`src/hdl/ial_pkg.sv`:
```
package ial_pkg;

    localparam int CAPACITY = 64;
    localparam int ELEM_W   = 32;
    localparam int CNT_W    = $clog2(CAPACITY + 1);
    localparam int CMP_W    = (CNT_W > 7) ? CNT_W : 7;

    localparam logic [2:0] OP_GET    = 3'd0;
    localparam logic [2:0] OP_SET    = 3'd1;
    localparam logic [2:0] OP_INSERT = 3'd2;
    localparam logic [2:0] OP_REMOVE = 3'd3;
    localparam logic [2:0] OP_RESIZE = 3'd4;
    localparam logic [2:0] OP_CLEAR  = 3'd5;

    localparam logic [1:0] ST_OK    = 2'd0;
    localparam logic [1:0] ST_RANGE = 2'd1;
    localparam logic [1:0] ST_FULL  = 2'd2;
    localparam logic [1:0] ST_EMPTY = 2'd3;

    typedef struct packed {
        logic [2:0]  op;
        logic [6:0]  index;
        logic [31:0] value;
        logic [6:0]  new_length;
    } t_in_item;

    typedef struct packed {
        logic [1:0]  status;
        logic [31:0] read_value;
        logic [6:0]  length;
    } t_out_item;

    // broadcast from control to every cell
    typedef struct packed {
        logic              ins;
        logic              rem;
        logic              set;
        logic [CMP_W-1:0]  idx;
        logic [CMP_W-1:0]  cnt;
        logic [ELEM_W-1:0] value;
    } t_cell_ctl;

endpackage

```
`src/hdl/ial_cell.sv`:
```
module ial_cell
    import ial_pkg::*;
(
    input  logic              i_clk,
    input  logic              i_rst_n,
    input  logic [CMP_W-1:0]  i_pos,
    input  t_cell_ctl         i_ctl,
    input  logic [ELEM_W-1:0] i_left,
    input  logic [ELEM_W-1:0] i_right,
    output logic [ELEM_W-1:0] o_data,
    output logic [ELEM_W-1:0] o_rd
);

    logic [ELEM_W-1:0] r_data;
    logic [ELEM_W-1:0] n_data;
    logic              hit;
    logic              above;
    logic              in_live;
    logic              pull_right;

    always_comb begin
        hit        = (i_pos == i_ctl.idx);
        above      = (i_pos > i_ctl.idx);
        in_live    = (i_pos <= i_ctl.cnt);
        pull_right = ({1'b0, i_pos} + (CMP_W + 1)'(1)) < {1'b0, i_ctl.cnt};
        n_data     = r_data;
        if (i_ctl.set && hit) begin
            n_data = i_ctl.value;
        end else if (i_ctl.ins) begin
            if (hit) begin
                n_data = i_ctl.value;
            end else if (above && in_live) begin
                n_data = i_left;
            end
        end else if (i_ctl.rem && (hit || above) && pull_right) begin
            n_data = i_right;
        end
    end

    always_ff @(posedge i_clk) begin
        if (!i_rst_n) begin
            r_data <= '0;
        end else begin
            r_data <= n_data;
        end
    end

    assign o_data = r_data;
    assign o_rd   = hit ? r_data : '0;

endmodule

```
`config.mk`:
```
export PLATFORM = sky130hd
export DESIGN_NAME = ial_cell
export DESIGN_NICKNAME = d
export VERILOG_FILES = /design/src/hdl/ial_pkg.sv /design/src/hdl/ial_cell.sv
export SDC_FILE = /design/constraint.sdc
export NUM_CORES = 1
export LEC_CHECK = 0
export BUFFER_PORTS_ARGS = -buffer_cell sky130_fd_sc_hd__buf_2
export CORE_UTILIZATION = 40
export CTS_CLUSTER_DIAMETER = 200
export DETAILED_ROUTE_END_ITERATION = 8
export HOLD_SLACK_MARGIN = 0.08
export PLACE_DENSITY = 0.78
export REMOVE_ABC_BUFFERS = 1
export SYNTH_ARGS = -nofsm -noshare
export SYNTH_HDL_FRONTEND = slang
export SYNTH_SLANG_ARGS = --single-unit
export TNS_END_PERCENT = 20
```
`constraint.sdc`:
```
create_clock -name i_clk -period 3.2 [get_ports i_clk]
set_input_delay 0.64 -clock i_clk [delete_from_list [all_inputs] [get_ports i_clk]]
set_output_delay 0.64 -clock i_clk [all_outputs]
set_load 0.05 [all_outputs]
```
-- After elaboration in Yosys (flattened, before gate mapping)
Cells that the tools add are included.
- memory bits (read-only): 0
- memories kept: 0
- word-level logic and storage cells: 20
- output and inout port bits: 64
- input bits: 122
- bits in writable memories: 0
- register bits after elaboration: 32
- bits in latches: 0
- reductions and logical operators: 7
- shift-type cells: 0
- multiplexer cells: 6
- bitwise gates (word level): 0
- div/mod/pow operators: 0
- $add $sub $neg: 1
- $lt $le $gt $ge: 3
- eq/ne operators: 2
- multipliers: 0
- operator list (cell ; number):
    2-to-1 mux 32 bit ; 6
    adder 7 x 1 -> 8 bit (second input constant) ; 1
    < comparator 8 x 7 -> 1 bit ; 1
    == test 7 bit ; 1
    greater-than comparator 7 bit ; 1
    less-or-equal comparator 7 bit ; 1
    logical AND 1 bit ; 4
    inequality test 4 x 1 -> 1 bit (second input constant) ; 1
    nonzero test 3 bit ; 1
    AND reduction 2 bit ; 1
    logical OR 1 bit ; 1

-- Logic depth before layout (Yosys ltp)
- depth after elaboration: 7
- mapped depth: 11
- depth with buffers taken out: 10

-- Worst setup path before layout
Ideal clock, no wire load.
- path kind: input -> output
- from: input i_ctl[45] in the netlist's numbering
- to: output o_rd[10]
- slack: 0.302 ns
- stages: 8
- path buffers: 3
- required time: 2.560 ns
- arrival time: 2.258 ns
- cell sequence: inv_1 > ha_1 > nand4_1 > nor2_1 > buf_4 > buf_4 > clkbuf_1 > and2_1
- longest elaborated chain between the ends: 2
- RTL lines (element ; line ; source):
    start, declared ; ial_cell.sv:7 ; input t_cell_ctl i_ctl,
    == test 7 bit ; ial_cell.sv:22 ; hit = (i_pos == i_ctl.idx);
    2-to-1 mux 32 bit ; ial_cell.sv:49 ; assign o_rd = hit ? r_data : '0;
    end, declared ; ial_cell.sv:11 ; output logic [ELEM_W-1:0] o_rd
Every way passes these cells.

-- Worst setup path in the final report
- from: input i_pos[4]
- to: output o_rd[20]
- longest elaborated chain between the ends: 2
- RTL lines (element ; line ; source):
    start, declared ; ial_cell.sv:6 ; input logic [CMP_W-1:0] i_pos,
    == test 7 bit ; ial_cell.sv:22 ;
    2-to-1 mux 32 bit ; ial_cell.sv:49 ;
Every way passes these cells.

==> qor.csv <==
metric,value,unit
outcome,"finished, violations left",
failed_checks,design-rule violations,
ys_ff_latch,32,
cts_setup_buffers,0,
avgSynthCellArea,8.253,sq um
synth_seq_area_share,23.59,%
htreeDepth,2,
worstMarginPinSlew,1.027,ns
wl_met1,2.793,mm
synthSimpleGateAreaFrac,20.69,%
pre_cts_slack,0.4059,ns
cpMaxStageDelayCell,ha_1,
layout_commonest_cell,buf_2,
clkSlewWorstSetupHoldPaths,0.07,ns
io_buffers,185,
die-area,0.007121,sq mm
syn-cell-area,0.002715,sq mm
hold_violations,0,
drv_cap,0,
ys_top_cells_by_area,"dfxtp_1, mux2i_1, ha_1, o211ai_1, nand2_1",
slew_headroom,31.54,%
crit_family,buffers and inverters,
layout_common_cells,"buf_2, nand2_1, mux2i_1",
syn2layout_area_growth,39.12,%
grt_start_max_net_pins,65,
hpwlAfterDp,5.588,mm
dr.pass1.iters,6,
wire_per_inst,11.94,um
criticalPathCategory,input port to output pin,
synth_cell_types,30,
met3_length,509,um
initial_core_util,42.04,%
crit_buf_inv,3,
drc,11,
synth-compound-area-share,13.69,%
routabilityCongestion,0.8474,
clock_skew,0,ns
cts_buffer_depth,2,
cts_tree,yes,
gr-total-overflow,0,
critPathArrivalTime,2.13,ns
rows,29,
totalPowerFinal,1.324,mW
nNetsFinal,647,
fin_ws,0.4288,ns
grt_pass1_wl,11.20,mm
cts_buffers,5,
clock-sinks,32,
chipHeight,84.39,um
synth_xor_area_share,1.613,%
ys_warn_count,0,
antenna_found_initial,0,
fmax,360.9,MHz
num_antenna_cells,0,
crit_top_cell,buf_2,
synth_top_family_by_area,multiplexers,
critPathMaxStageDelay,0.31,ns
p_leak,2.021,nW
period_share,86.60,%
cts-root-buf,clkbuf_8,
synthCells,329,
die_w,84.39,um
top_layer_used,met4,
dr_wl_met2,3.599,mm
ctsResizeCount,0,
yosys.area.top_type,dfxtp_1,
slew_violations,0,
first_global_vias,2710,
path_max_fanout,31,
core,0.006459,sq mm
yosys.area_share.adder,10.14,%
grt_setup_unrepaired,false,
synth_top_area_share,23.59,%
hold_path_class,register to register,
post-route-util,58.49,%
cts_hold_buf,0,
grt_usage,19.02,%
drive_gt1_share,40.08,%
detail_route.iter0.violations,58,
finalCriticalPeriod,2.771,ns
finalSetupViolations,0,
synth.area.mux_share,23.59,%
vias,2910,
drt_wl_total,6.937,mm
final_antenna_net_count,0,
worst_setup_path_end_kind,output pin,
clk_latency,0.28,ns
largest_register_ffs,32,
crit_chain,"buf_2, ha_1, nand4_1, nor2_4, buf_12, and2_1, buf_2",
io-pin-count,186,
via_per_inst,5.009,
start_kind,input port,
power_density,350.5,mW/mm^2
peakVddDrop,0.0001710,V
crit_required,2.56,ns
cell usage after synthesis:
cell type and n:
nand4_1 2, and3_1 3, ha_1 22, nand3_1 7, clkbuf_1 13, a311o_1 1, dfxtp_1 32, and2_1 32
nand2b_1 1, xnor2_1 3, o211ai_1 34, buf_2 4, nand2_1 67, buf_6 3, nor2b_1 2, xor2_1 2
o21ai_0 2, nand4b_1 1, nor3_1 1, a211o_1 1, a21boi_1 1, o21a_1 1, a21o_1 3, nor2_1 3
mux2i_1 64, a21oi_1 5, inv_1 13, buf_4 4, a21oi_2 1, o21ai_4 1
metal layers:
layer  vias up  global-route usage [%]
met5         -                       0
met4         0                   4.777
met3         2                   3.638
met2       122                   38.90
met1      1289                   19.59
li1       1497                       -
layout make-up:
class,count,area [sq um]
Tap cell,77,96.34
Inverter,13,48.80
Multi-Input combinational cell,260,1902
Clock buffer,7,86.33
Clock inverter,1,7.507
Fill cell,581,2681
Sequential cell,32,640.6
Timing Repair Buffer,191,996.0
worst register-to-register path: cells and delay by family (launching register included):
| family | cells | cell delay (ns) |
|---|---|---|
| mux | 1 | 0.16 |
| flops | 1 | 0.36 |
| simple gates | 1 | 0.06 |
kinds of logic (layout without fill, tap and decap cells):
| kind of cell | Yosys count | count (layout) |
|---|---|---|
| buffers and inverters | 37 | 212 |
| flip-flops | 32 | 32 |
| XOR/XNOR | 5 | 5 |
| AO/OA/AOI/OAI | 50 | 50 |
| adder cells (fa/ha/maj) | 22 | 22 |
| AND/OR/NAND/NOR | 119 | 119 |
| multiplexers | 64 | 64 |
worst paths after layout:
kind | start | end | slack (ns) | cells after the start
setup reg to reg | o_data[24] | o_data[24] | 2.54 | 2
setup / recovery | i_pos[4] | o_rd[20] | 0.43 | 7
hold reg to reg | o_data[21] | o_data[21] | 0.47 | 2
hold / removal | o_data[21] | o_data[21] | 0.47 | 2
power by group:
group | switching, mW | internal [mW]
logic | 0.329 | 0.191
clock network | 0.153 | 0.175
registers | 0.0315 | 0.444
total | 0.514 | 0.810
metrics by stage:
stage	std cells	TNS, ns	area [sq um]	hold WS [ns]
2_1_floorplan	305	-144.01	2582	0.6802
3_3_place_gp	573	0	3684	0.4533
3_5_place_dp	573	0	3684	0.4622
4_1_cts	581	0	3777	0.4726
5_1_grt	581	0	3777	0.4980
6_report	581	0	3777	0.4692
Power figures use the tool's default switching activity.
