<file path="src/hdl/ial_pkg.sv">
package ial_pkg;

    localparam int CAPACITY = 64;
    localparam int ELEM_W   = 32;
    localparam int CNT_W    = $clog2(CAPACITY + 1);
    localparam int CMP_W    = (CNT_W > 7) ? CNT_W : 7;

    localparam logic [2:0] OP_GET    = 3'd0;
    localparam logic [2:0] OP_SET    = 3'd1;
    localparam logic [2:0] OP_INSERT = 3'd2;
    localparam logic [2:0] OP_REMOVE = 3'd3;
    localparam logic [2:0] OP_RESIZE = 3'd4;
    localparam logic [2:0] OP_CLEAR  = 3'd5;

    localparam logic [1:0] ST_OK    = 2'd0;
    localparam logic [1:0] ST_RANGE = 2'd1;
    localparam logic [1:0] ST_FULL  = 2'd2;
    localparam logic [1:0] ST_EMPTY = 2'd3;

    typedef struct packed {
        logic [2:0]  op;
        logic [6:0]  index;
        logic [31:0] value;
        logic [6:0]  new_length;
    } t_in_item;

    typedef struct packed {
        logic [1:0]  status;
        logic [31:0] read_value;
        logic [6:0]  length;
    } t_out_item;

    // broadcast from control to every cell
    typedef struct packed {
        logic              ins;
        logic              rem;
        logic              set;
        logic [CMP_W-1:0]  idx;
        logic [CMP_W-1:0]  cnt;
        logic [ELEM_W-1:0] value;
    } t_cell_ctl;

endpackage

</file>
<file path="src/hdl/ial_ctrl.sv">
module ial_ctrl
    import ial_pkg::*;
(
    input  logic              i_clk,
    input  logic              i_rst_n,
    input  logic              i_in_valid,
    output logic              o_in_ready,
    input  t_in_item          i_in_data,
    input  logic [ELEM_W-1:0] i_rd_data,
    output t_cell_ctl         o_ctl,
    output logic              o_out_valid,
    input  logic              i_out_ready,
    output t_out_item         o_out_data
);

    logic [CNT_W-1:0] r_count;
    logic [CNT_W-1:0] n_count;
    logic             r_out_valid;
    t_out_item        r_out;
    logic             fire;
    logic [CMP_W-1:0] idx_x;
    logic [CMP_W-1:0] cnt_x;
    logic [CMP_W-1:0] req_x;
    logic [CMP_W-1:0] cap_x;
    logic [1:0]       status;
    logic             rd_ok;
    logic             do_ins;
    logic             do_rem;
    logic             do_set;

    assign o_in_ready = !r_out_valid || i_out_ready;
    assign fire       = i_in_valid && o_in_ready;

    always_comb begin
        idx_x   = CMP_W'(i_in_data.index);
        cnt_x   = CMP_W'(r_count);
        req_x   = CMP_W'(i_in_data.new_length);
        cap_x   = CMP_W'(CAPACITY);
        status  = ST_OK;
        rd_ok   = 1'b0;
        do_ins  = 1'b0;
        do_rem  = 1'b0;
        do_set  = 1'b0;
        n_count = r_count;
        unique case (i_in_data.op)
            OP_GET: begin
                if (idx_x >= cnt_x) status = ST_RANGE;
                else rd_ok = 1'b1;
            end
            OP_SET: begin
                if (idx_x >= cnt_x) status = ST_RANGE;
                else do_set = 1'b1;
            end
            OP_INSERT: begin
                if (idx_x > cnt_x) begin
                    status = ST_RANGE;
                end else if (cnt_x >= cap_x) begin
                    status = ST_FULL;
                end else begin
                    do_ins  = 1'b1;
                    n_count = CNT_W'(r_count + 1'b1);
                end
            end
            OP_REMOVE: begin
                if (r_count == '0) begin
                    status = ST_EMPTY;
                end else if (idx_x >= cnt_x) begin
                    status = ST_RANGE;
                end else begin
                    do_rem  = 1'b1;
                    n_count = CNT_W'(r_count - 1'b1);
                end
            end
            OP_RESIZE: begin
                if (req_x > cap_x) status = ST_FULL;
                else n_count = CNT_W'(req_x);
            end
            OP_CLEAR: n_count = '0;
            default: ;
        endcase
    end

    always_comb begin
        o_ctl.ins   = fire && do_ins;
        o_ctl.rem   = fire && do_rem;
        o_ctl.set   = fire && do_set;
        o_ctl.idx   = idx_x;
        o_ctl.cnt   = cnt_x;
        o_ctl.value = ELEM_W'(i_in_data.value);
    end

    always_ff @(posedge i_clk) begin
        if (!i_rst_n) begin
            r_count     <= '0;
            r_out_valid <= 1'b0;
        end else if (fire) begin
            r_count     <= n_count;
            r_out_valid <= 1'b1;
        end else if (i_out_ready) begin
            r_out_valid <= 1'b0;
        end
    end

    always_ff @(posedge i_clk) begin
        if (fire) begin
            r_out.status     <= status;
            r_out.read_value <= rd_ok ? 32'(i_rd_data) : 32'd0;
            r_out.length     <= 7'(n_count);
        end
    end

    assign o_out_valid = r_out_valid;
    assign o_out_data  = r_out;

endmodule

</file>
<file path="config.mk">
export PLATFORM = sky130hd
export DESIGN_NAME = ial_ctrl
export DESIGN_NICKNAME = d
export VERILOG_FILES = /design/src/hdl/ial_pkg.sv /design/src/hdl/ial_ctrl.sv
export SDC_FILE = /design/constraint.sdc
export NUM_CORES = 1
export LEC_CHECK = 0
export ABC_CLOCK_PERIOD_IN_PS = 6200
export BUFFER_PORTS_ARGS = -buffer_cell sky130_fd_sc_hd__buf_2
export CORE_MARGIN = 2
export CORE_UTILIZATION = 48
export CTS_CLUSTER_SIZE = 30
export DETAILED_ROUTE_END_ITERATION = 12
export HOLD_SLACK_MARGIN = 0.02
export PLACE_DENSITY_LB_ADDON = 0.15
export SLEW_MARGIN = 10
export SYNTH_ARGS = -nofsm -noshare
export SYNTH_HDL_FRONTEND = slang
export SYNTH_SLANG_ARGS = --single-unit
</file>
<file path="constraint.sdc">
create_clock -name i_clk -period 6.2 [get_ports i_clk]
set_input_delay 0.62 -clock i_clk [delete_from_list [all_inputs] [get_ports i_clk]]
set_output_delay 0.62 -clock i_clk [all_outputs]
set_load 0.02 [all_outputs]
</file>
### Word level (Yosys, flattened, before mapping)

Cells that the tools add are included.

| word-level totals | value |
|---|---|
| flip-flop bits (word level) | 49 |
| bits of input ports | 85 |
| word-level logic and storage cells | 48 |

| cells by class | value |
|---|---|
| $add $sub $neg | 2 |
| magnitude comparators | 4 |
| eq/ne operators | 5 |
| multiplexer cells | 22 |
| reduce and logical (&&, ||, !) cells | 10 |

Operators with widths:

| cell | count |
|---|---|
| 2-to-1 mux 7 bit | 5 |
| one-hot mux 7 bit (4 select lines) | 1 |
| 2-to-1 mux 1 bit | 11 |
| 2-to-1 mux 2 bit | 4 |
| one-hot mux 2 bit (4 select lines) | 1 |
| adder 7 x 1 -> 7 bit, second input constant | 1 |
| >= comparator 7 bit | 1 |
| >= comparator 7 bit, second input constant | 1 |
| greater-than comparator 7 bit | 1 |
| greater-than comparator 7 bit, second input constant | 1 |
| logical NOT 7 bit | 1 |
| subtractor 7 x 1 -> 7 bit, second input constant | 1 |
| == test 3 x 2 -> 1 bit, second input constant | 2 |
| == test 3 bit, second input constant | 2 |
| logical AND 1 bit | 4 |
| == test 3 x 1 -> 1 bit, second input constant | 1 |
| logical NOT 3 bit | 1 |
| nonzero test 2 bit | 1 |
| OR reduction 2 bit | 1 |
| logical NOT 1 bit | 1 |
| logical OR 1 bit | 1 |

### Depth between registers and ports, before layout

Gate-level depths: netlist (run 1).

| depth | value |
|---|---|
| word-level depth | 5 |
| mapped depth | 9 |
| mapped depth without buffers | 8 |

### Worst setup path before layout (run 1)

No wires, ideal clock.

| path | value |
|---|---|
| path kind | in2out |
| start | input i_out_ready |
| end | output o_ctl[46] (netlist bit) |
| arrival time | 2.666 ns |
| path slack | 2.914 ns |
| stages on the path | 5 |
| buffers on the path | 0 |
| cells stage by stage | nand2b_1 -> nand2_1 -> inv_1 -> nand2_1 -> nor4_1 |

RTL lines:

| element | RTL line | text |
|---|---|---|
| start: declaration | ial_ctrl.sv:12 | `input logic i_out_ready,` |
| end: declaration | ial_ctrl.sv:10 | `output t_cell_ctl o_ctl,` |

==> qor.csv, run 1 <==
metric,value,unit
outcome,"complete, no violations",
hold_viol_final,0,
grt_pass1_wl,12390,um
cp-endpoint,o_ctl[47],
worstPathRequired,5.58,ns
hpwl,5909,um
min_period_over_period,56.63,%
drt_iter0_drc,157,
die_width,83.05,um
overflow,0,
p_seq_share,48.7,%
setup-violations-final,0,
placed_cells,432,
cts_root_buffer,clkbuf_8,
io_buffers,112,
final_common_cell,buf_2,
syn_area,2999,um2
worstSetupStartpointType,flip-flop,
synth_seq_cells,49,
rows,28,
fin_cells,441,
endpoint_kind,output port,
drv_cap,0,
diodes,0,
cts.path.max_buffers,2,
arrival,2.89,ns
reg2reg_depth,8,
synth_cells,293,
p_switching,235.6,uW
combPwrFrac,22.0,%
firstDrtPassIters,4,
worstReg2RegEnd,o_out_data[0]$_DFFE_PP_,
synth_edf_count,41,
cts_setup_buffers,0,
track_usage,22.28,%
worstMarginPinSlew,0.7437,ns
power_leakage,0.001500,uW
clk_pin_slew,0.10,ns
rsz0062_at_grt,false,
dieHeight,83.05,um
async_flop_share,0,%
holdBufCountCts,0,
wl_per_cell,17.46,um
drive_gt1_share,36.07,%
p_per_area,231.1,nW/um2
io_pins,177,
initial_core_util,50.06,%
dieArea,6896,um2
cp_max_fo,10,
yosysUniqueCellTypes,55,
drc_errors,0,
final_antenna_net_count,0,
nets,461,
swShare,29.52,%
area_growth,15.14,%
min_period,3.511,ns
syn_avg_cell_area,10.24,um2
p_int,562.4,uW
tns,0,ns
grt_pass1_vias,2426,
cts_tree,yes,
cts_buffers,5,
synth-seq-area-share,46.39,%
syn_nets,389,
route.vias.total,2515,
yosys_warnings,0,
hp-class,flip-flop to flip-flop,
fin_skew,0.007219,ns
final_cell_mix,"buf_2, edfxtp_1, and2_1, nor2_1",
nFillCells,561,
ys.flop_type,edfxtp_1,
drt_wl_total,7698,um
power.share.clock,29.3,%
grt_max_degree,45,
htree_levels,2,
worstSetupPathType,flip-flop to output port,
relSlewSlack,50.24,%
fmax,0.2848,GHz
peakVddDrop,107.0,uV
antenna_found_initial,0,
reg2reg_setup_slack,3.12,ns
maxSlewViolCount,0,
critPathLaunch,cnt_x[6]$_SDFFE_PN0P_,
place.gp.congestion,0.9884,
r2r-start,cnt_x[6]$_SDFFE_PN0P_,
cts.sinks,49,
insertion_delay,0.30,ns
cts-resized-gates,0,
drt-vias-per-instance,5.703,
core_area,5991,um2
area by class of cell:
class | count | area [um2] | share of cell area (%)
Inverter | 14 | 52.55 | 1.522
Timing Repair Buffer | 114 | 579.3 | 16.78
Multi-Input combinational cell | 181 | 1224 | 35.43
Clock inverter | 3 | 43.79 | 1.268
Clock buffer | 5 | 68.82 | 1.993
Tap cell | 75 | 93.84 | 2.717
Sequential cell | 49 | 1391 | 40.29
metrics by stage:
step / hold slack [ns] / power [uW] / setup WS [ns] / instance area, um2 / util (%)
6_report: 0.5566 / 797.9 / 2.689 / 3453 / 57.64
5_1_grt: 0.5814 / 830.9 / 2.459 / 3453 / 57.64
4_1_cts: 0.5494 / 801.8 / 2.696 / 3442 / 57.46
3_5_place_dp: 0.5331 / 570.0 / 2.921 / 3329 / 55.58
3_3_place_gp: 0.5226 / 567.7 / 3.057 / 3329 / 55.58
2_1_floorplan: 0.5973 / 539.5 / 2.914 / 2999 / -
layer usage:
| metal | vias to the layer above | track usage [%] | part of all wire [%] |
|---|---|---|---|
| met4 | 0 | 10.43 | 3.8 |
| met5 | - | 0 | 0 |
| met2 | 129 | 36.51 | 47 |
| met1 | 1164 | 28.45 | 41 |
| li1 | 1182 | - | - |
| met3 | 40 | 4.274 | 8.3 |
sequential cells by signal (all words and copies together), names as in the netlist:
signal       count
o_out_data      41
cnt_x            7
o_out_valid      1
power groups by stage:
stage / clock network (uW) / logic [uW] / registers (uW)
floorplan: 0 / 121 / 418
global placement: 0 / 172 / 396
detailed placement: 0 / 173 / 397
CTS: 239 / 174 / 389
global route: 248 / 191 / 391
finish: 233 / 176 / 389
synthesized netlist by cell type (4+ instances only):
library cell  number  area [um2]
edfxtp_1          41        1231
buf_4             39       292.8
and2_1            33       206.5
nor2_1            13       48.80
inv_1             12       45.04
nand2_1           12       45.04
a21oi_1           11       55.05
ha_1              11       137.6
a31oi_1           10       62.56
nor3_1            10       50.05
o21ai_0           10       50.05
clkbuf_1           9       33.78
dfxtp_1            8       160.2
nand3_1            7       35.03
a211oi_1           4       30.03
nor2b_1            4       25.02
logic make-up (layout without fill, tap and decap cells):
family | after synthesis | after routing | synth area share [%]
mux | 2 | 2 | 0.6675
fa+ha+maj | 11 | 11 | 4.589
buf+inv | 63 | 136 | 12.81
simple gates | 100 | 100 | 19.86
compound gates | 68 | 68 | 15.69
flops | 49 | 49 | 46.39
critical path, cell delays in order, from the launching register on:
cell and delay [ns]:
dfxtp_1 0.49, clkinv_1 0.33, ha_1 0.42, and2_1 0.17
a221o_1 0.37, a21o_1 0.31, nor3_1 0.29, buf_2 0.21
worst min-delay path by stage:
stage / start / to / depth (start not counted)
5_1_grt: i_rd_data[22] / o_out_data[29]$_SDFFCE_PN0P_ / 2
4_1_cts: cnt_x[1]$_SDFFE_PN0P_ / cnt_x[1]$_SDFFE_PN0P_ / 2
6_report: cnt_x[1]$_SDFFE_PN0P_ / cnt_x[1]$_SDFFE_PN0P_ / 2
2_1_floorplan: cnt_x[1]$_SDFFE_PN0P_ / cnt_x[1]$_SDFFE_PN0P_ / 2
3_5_place_dp: cnt_x[1]$_SDFFE_PN0P_ / cnt_x[1]$_SDFFE_PN0P_ / 2
3_3_place_gp: o_out_valid$_SDFFE_PN0P_ / o_out_valid$_SDFFE_PN0P_ / 2
(Power assumes the default switching activity.)
==> run 2: changes to the inputs <==
--- a/config.mk
+++ b/config.mk
@@ -5,10 +5,10 @@
 export SDC_FILE = /design/constraint.sdc
 export NUM_CORES = 1
 export LEC_CHECK = 0
-export ABC_CLOCK_PERIOD_IN_PS = 6200
+export ABC_CLOCK_PERIOD_IN_PS = 3650
 export BUFFER_PORTS_ARGS = -buffer_cell sky130_fd_sc_hd__buf_2
 export CORE_MARGIN = 2
-export CORE_UTILIZATION = 48
+export CORE_UTILIZATION = 44
 export CTS_CLUSTER_SIZE = 30
 export DETAILED_ROUTE_END_ITERATION = 12
 export HOLD_SLACK_MARGIN = 0.02
==> constraint.sdc (replaced) <==
create_clock -name i_clk -period 3.65 [get_ports i_clk]
set_input_delay 0.365 -clock i_clk [delete_from_list [all_inputs] [get_ports i_clk]]
set_output_delay 0.365 -clock i_clk [all_outputs]
set_load 0.02 [all_outputs]
==> qor.csv, run 2 (same netlist as run 1, synthesis figures left out) <==
metric,value,unit
outcome,"complete, no violations",
clk_pin_slew,0.10,ns
min_from,i_in_valid,
wl_per_cell,16.87,um
worstMarginPinSlew,0.7210,ns
p_seq_share,51.2,%
whs,0.3144,ns
dieArea,7493,um2
fmax,0.3019,GHz
cp_slowest_stage_delay,0.49,ns
nets,462,
min_period_over_period,90.74,%
arrival,2.95,ns
endpoint_kind,output port,
diodes,0,
grt_pass1_vias,2358,
fin_skew,0.01334,ns
io_buffers,112,
p_int,887.5,uW
power_leakage,0.001492,uW
cts_buffers,5,
fin_ws,0.3379,ns
min_path_cells,3,
area_growth,14.60,%
drt_iter0_drc,128,
cts-resized-gates,0,
drt_wl_total,7542,um
p_switching,399.1,uW
rows,30,
final_cell_mix,"buf_2, edfxtp_1, and2_1, nor2_1",
power.share.clock,25.5,%
combPwrFrac,23.3,%
holdBufCountCts,0,
reg2reg_setup_slack,0.62,ns
overflow,0,
p_per_area,374.3,nW/um2
swShare,31.02,%
hp-class,primary input to flip-flop,
placed_cell_area,3351,um2
tns,0,ns
reg2reg_depth,8,
cts_tree,yes,
htree_levels,2,
drt-vias-per-instance,5.506,
place.gp.congestion,0.9534,
peakVddDrop,183.4,uV
drv_cap,0,
min_period,3.312,ns
worstReg2RegEnd,o_out_data[3]$_DFFE_PP_,
design_area,3437,um2
final_common_cell,buf_2,
core_area,6681,um2
r2r-start,cnt_x[6]$_SDFFE_PN0P_,
track_usage,19.73,%
setup-violations-final,0,
maxSlewViolCount,0,
largest_reg_flops,41,
worstSetupPathType,flip-flop to output port,
dp_worst_setup_slack,0.7230,ns
drive_gt1_share,35.97,%
firstDrtPassIters,5,
grt_max_degree,33,
cts_setup_buffers,0,
rsz0062_at_grt,false,
grt_pass1_wl,11690,um
cts.sinks,49,
dieHeight,86.56,um
worstSetupStartpointType,flip-flop,
route.vias.total,2461,
insertion_delay,0.31,ns
io_pins,177,
cp_max_fo,10,
hpwl,5692,um
drc_errors,0,
worstPathRequired,3.28,ns
cts_root_buffer,clkbuf_8,
cts.path.max_buffers,2,
min_to,o_out_valid$_SDFFE_PN0P_,
path_cells,"clkinv_1, ha_1, and2_1, a221o_1, a21o_1, nor4_1, buf_2",
hold_viol_final,0,
slowest_stage,dfxtp_1,
antenna_found_initial,0,
final_antenna_net_count,0,
relSlewSlack,51.88,%
nFillCells,642,
die_width,86.56,um
initial_core_util,44.89,%
-- run 2: worst max-delay path, delay by kind of cell, from the launching register on --
kind / cells / cell delay [ns]
adder cells (fa/ha/maj): 1 / 0.40
AND/OR/NAND/NOR: 2 / 0.50
flip-flops: 1 / 0.49
buffers and inverters: 2 / 0.55
AO/OA/AOI/OAI: 2 / 0.68
-- run 2: worst max path at each step --
| stage | from | to | slack, ns | depth (start not counted) |
|---|---|---|---|---|
| detailed placement | cnt_x[6]$_SDFFE_PN0P_ | o_out_data[3]$_DFFE_PP_ | 0.72 | 8 |
| global route | cnt_x[6]$_SDFFE_PN0P_ | o_ctl[46] | 0.17 | 7 |
| finish | cnt_x[6]$_SDFFE_PN0P_ | o_ctl[46] | 0.34 | 7 |
| global placement | cnt_x[4]$_SDFFE_PN0P_ | o_out_data[3]$_DFFE_PP_ | 0.80 | 8 |
| CTS | cnt_x[6]$_SDFFE_PN0P_ | o_ctl[46] | 0.37 | 7 |
| floorplan | cnt_x[4]$_SDFFE_PN0P_ | o_ctl[46] | 0.63 | 7 |
-- run 2: area by class of cell --
| type | instances | area (um2) | share of cell area [%] |
|---|---|---|---|
| inverters | 14 | 52.55 | 1.529 |
| clock buffers | 6 | 72.57 | 2.111 |
| clock inverters | 2 | 13.76 | 0.4004 |
| well taps | 80 | 100.1 | 2.912 |
| flip-flops and latches | 49 | 1391 | 40.48 |
| multi-input cells | 181 | 1224 | 35.60 |
| repair buffers | 115 | 583.1 | 16.96 |
-- run 2: power by group through the flow --
stage	Sequential [uW]	Combinational, uW	Clock, uW
final	659	300	327
after global routing	663	329	356
after CTS	659	299	335
after detailed placement	671	298	0
after global placement	671	299	0
after floorplan	711	206	0
-- run 2: per-stage QoR --
stage          util [%]  total power (uW)  std cells
2_1_floorplan         -             916.5        293
3_3_place_gp      50.15             969.2        439
3_5_place_dp      50.15             969.1        439
4_1_cts           51.44              1293        447
5_1_grt           51.44              1347        447
6_report          51.44              1287        447
-- run 2: layer usage --
layer  vias to the layer above  part of all wire (%)  track usage [%]  wire, um
met5                         -                     0                0         0
met2                       133                    46            32.03      3505
met3                        22                    11            4.095       796
met1                      1118                    41            26.46      3091
met4                         0                   2.0            6.392       148
li1                       1188                     -                -         -
==> run 3: changes to the inputs <==
--- a/config.mk
+++ b/config.mk
@@ -13,6 +13,7 @@
 export DETAILED_ROUTE_END_ITERATION = 12
 export HOLD_SLACK_MARGIN = 0.02
 export PLACE_DENSITY_LB_ADDON = 0.15
+export REMOVE_ABC_BUFFERS = 1
 export SLEW_MARGIN = 10
 export SYNTH_ARGS = -nofsm -noshare
 export SYNTH_HDL_FRONTEND = slang
==> qor.csv, run 3 (same netlist as run 1, synthesis figures left out) <==
metric,value,unit
dieArea,7493,um2
dieHeight,86.56,um
worstSetupPathType,flip-flop to output port,
initial_core_util,44.89,%
reg2reg_depth,8,
dr_wl_met2,3668,um
design_area,3463,um2
fin_cells,447,
fin_skew,0.01048,ns
utilization,51.84,%
worstMarginPinSlew,0.8000,ns
io_buffers,112,
die_width,86.56,um
cts_buffers,5,
worstPathRequired,3.28,ns
hp-class,primary input to flip-flop,
cts.sinks,49,
place.gp.congestion,0.9761,
p_per_area,388.4,nW/um2
holdBufCountCts,0,
swShare,28.97,%
arrival,2.91,ns
p_switching,389.6,uW
cts_setup_buffers,0,
register_area,1391,um2
peakVddDrop,164.4,uV
rows,30,
drt_wl_total,8666,um
power.share.clock,28.4,%
grt_pass1_wl,12660,um
final_common_cell,buf_2,
cp.depth,7,
hold_viol_final,0,
drv_cap,0,
grt_pass1_vias,2267,
multi_input_area,1224,um2
relSlewSlack,46.42,%
power_leakage,0.001504,uW
firstDrtPassIters,6,
cp_max_fo,10,
combPwrFrac,22.5,%
antenna_found_initial,0,
drive_gt1_share,36.24,%
r2r-start,cnt_x[6]$_SDFFE_PN0P_,
maxSlewViolCount,0,
crit_buf_inv,2,
drt-vias-per-instance,5.774,
cts.path.max_buffers,2,
cts_root_buffer,clkbuf_8,
outcome,"complete, no violations",
cp-endpoint,o_ctl[47],
endpoint_kind,output port,
drc_errors,0,
fmax,0.3057,GHz
core_area,6681,um2
grt_max_degree,33,
htree_levels,2,
tns,0,ns
setup-violations-final,0,
wl_per_cell,19.39,um
insertion_delay,0.30,ns
cts-resized-gates,0,
power.total,1345,uW
track_usage,22.55,%
path_cells,"clkinv_1, ha_1, and2_1, a221o_1, a21o_1, nor3_1, buf_2",
reg2reg_setup_slack,0.56,ns
overflow,0,
hpwl,6591,um
cp_slowest_stage_delay,0.48,ns
p_int,955.4,uW
final_antenna_net_count,0,
cts_tree,yes,
worstReg2RegEnd,o_out_data[3]$_DFFE_PP_,
met1_length,3687,um
area_growth,15.48,%
min_period_over_period,89.61,%
p_seq_share,49.1,%
placed_cell_area,3351,um2
rsz0062_at_grt,false,
min_period,3.271,ns
dr.max_layer_used,met4,
worstSetupStartpointType,flip-flop,
clk_pin_slew,0.09,ns
placed_cells,439,
diodes,0,
nFillCells,651,
slowest_stage,dfxtp_1,
critPathLaunch,cnt_x[6]$_SDFFE_PN0P_,
final_cell_mix,"buf_2, edfxtp_1, and2_1, nor2_1",
largest_reg_flops,41,
nets,462,
route.vias.total,2581,
path_delay_family,compound AO/OA/AOI/OAI gates,
io_pins,177,
drt_iter0_drc,130,
wl_met3,1209,um
run 3: through the flow:
step                      setup slack (ns)  hold WS, ns
final                               0.3792       0.3199
after global routing                0.2316       0.3312
after CTS                           0.4371       0.3127
after detailed placement            0.6582       0.5592
after global placement              0.7399       0.5579
after floorplan                     0.6538       0.4976
run 3: metal layers:
metal,up-vias,GRT usage [%]
li1,1185,-
met1,1209,31.71
met2,178,31.26
met3,9,11.05
met4,0,4.545
met5,-,3.497
run 3: how the worst min path moves through the flow:
stage | startpoint | to | slack, ns | cells after the start
2_1_floorplan | i_rst_n | cnt_x[1]$_SDFFE_PN0P_ | 0.50 | 2
3_5_place_dp | cnt_x[1]$_SDFFE_PN0P_ | cnt_x[1]$_SDFFE_PN0P_ | 0.56 | 2
4_1_cts | i_in_valid | o_out_valid$_SDFFE_PN0P_ | 0.31 | 3
3_3_place_gp | o_out_valid$_SDFFE_PN0P_ | o_out_valid$_SDFFE_PN0P_ | 0.56 | 2
5_1_grt | i_rd_data[1] | o_out_data[8]$_SDFFCE_PN0P_ | 0.33 | 2
6_report | i_in_valid | o_out_valid$_SDFFE_PN0P_ | 0.32 | 3
run 3: worst reg2reg max path: stages (launching register included):
cell      delay (ns)
dfxtp_1         0.48
clkinv_1        0.33
ha_1            0.43
and2_1          0.17
a221o_1         0.37
o21ai_0         0.43
nor2_1          0.16
o32ai_1         0.41
a21oi_1         0.07
run 3: power groups by stage:
stage / clock network [uW] / logic [uW] / registers, uW
after floorplan: 0 / 135 / 715
after global placement: 0 / 300 / 673
after detailed placement: 0 / 298 / 674
after CTS: 396 / 299 / 661
after global routing: 414 / 327 / 666
final: 382 / 302 / 661
run 3: area by class of cell:
cell class | instances | area share, %
clock buffers | 5 | 1.987
clock inverters | 3 | 1.264
inverters | 14 | 1.517
multi-input cells | 181 | 35.33
flip-flops and latches | 49 | 40.17
well taps | 80 | 2.890
repair buffers | 115 | 16.84
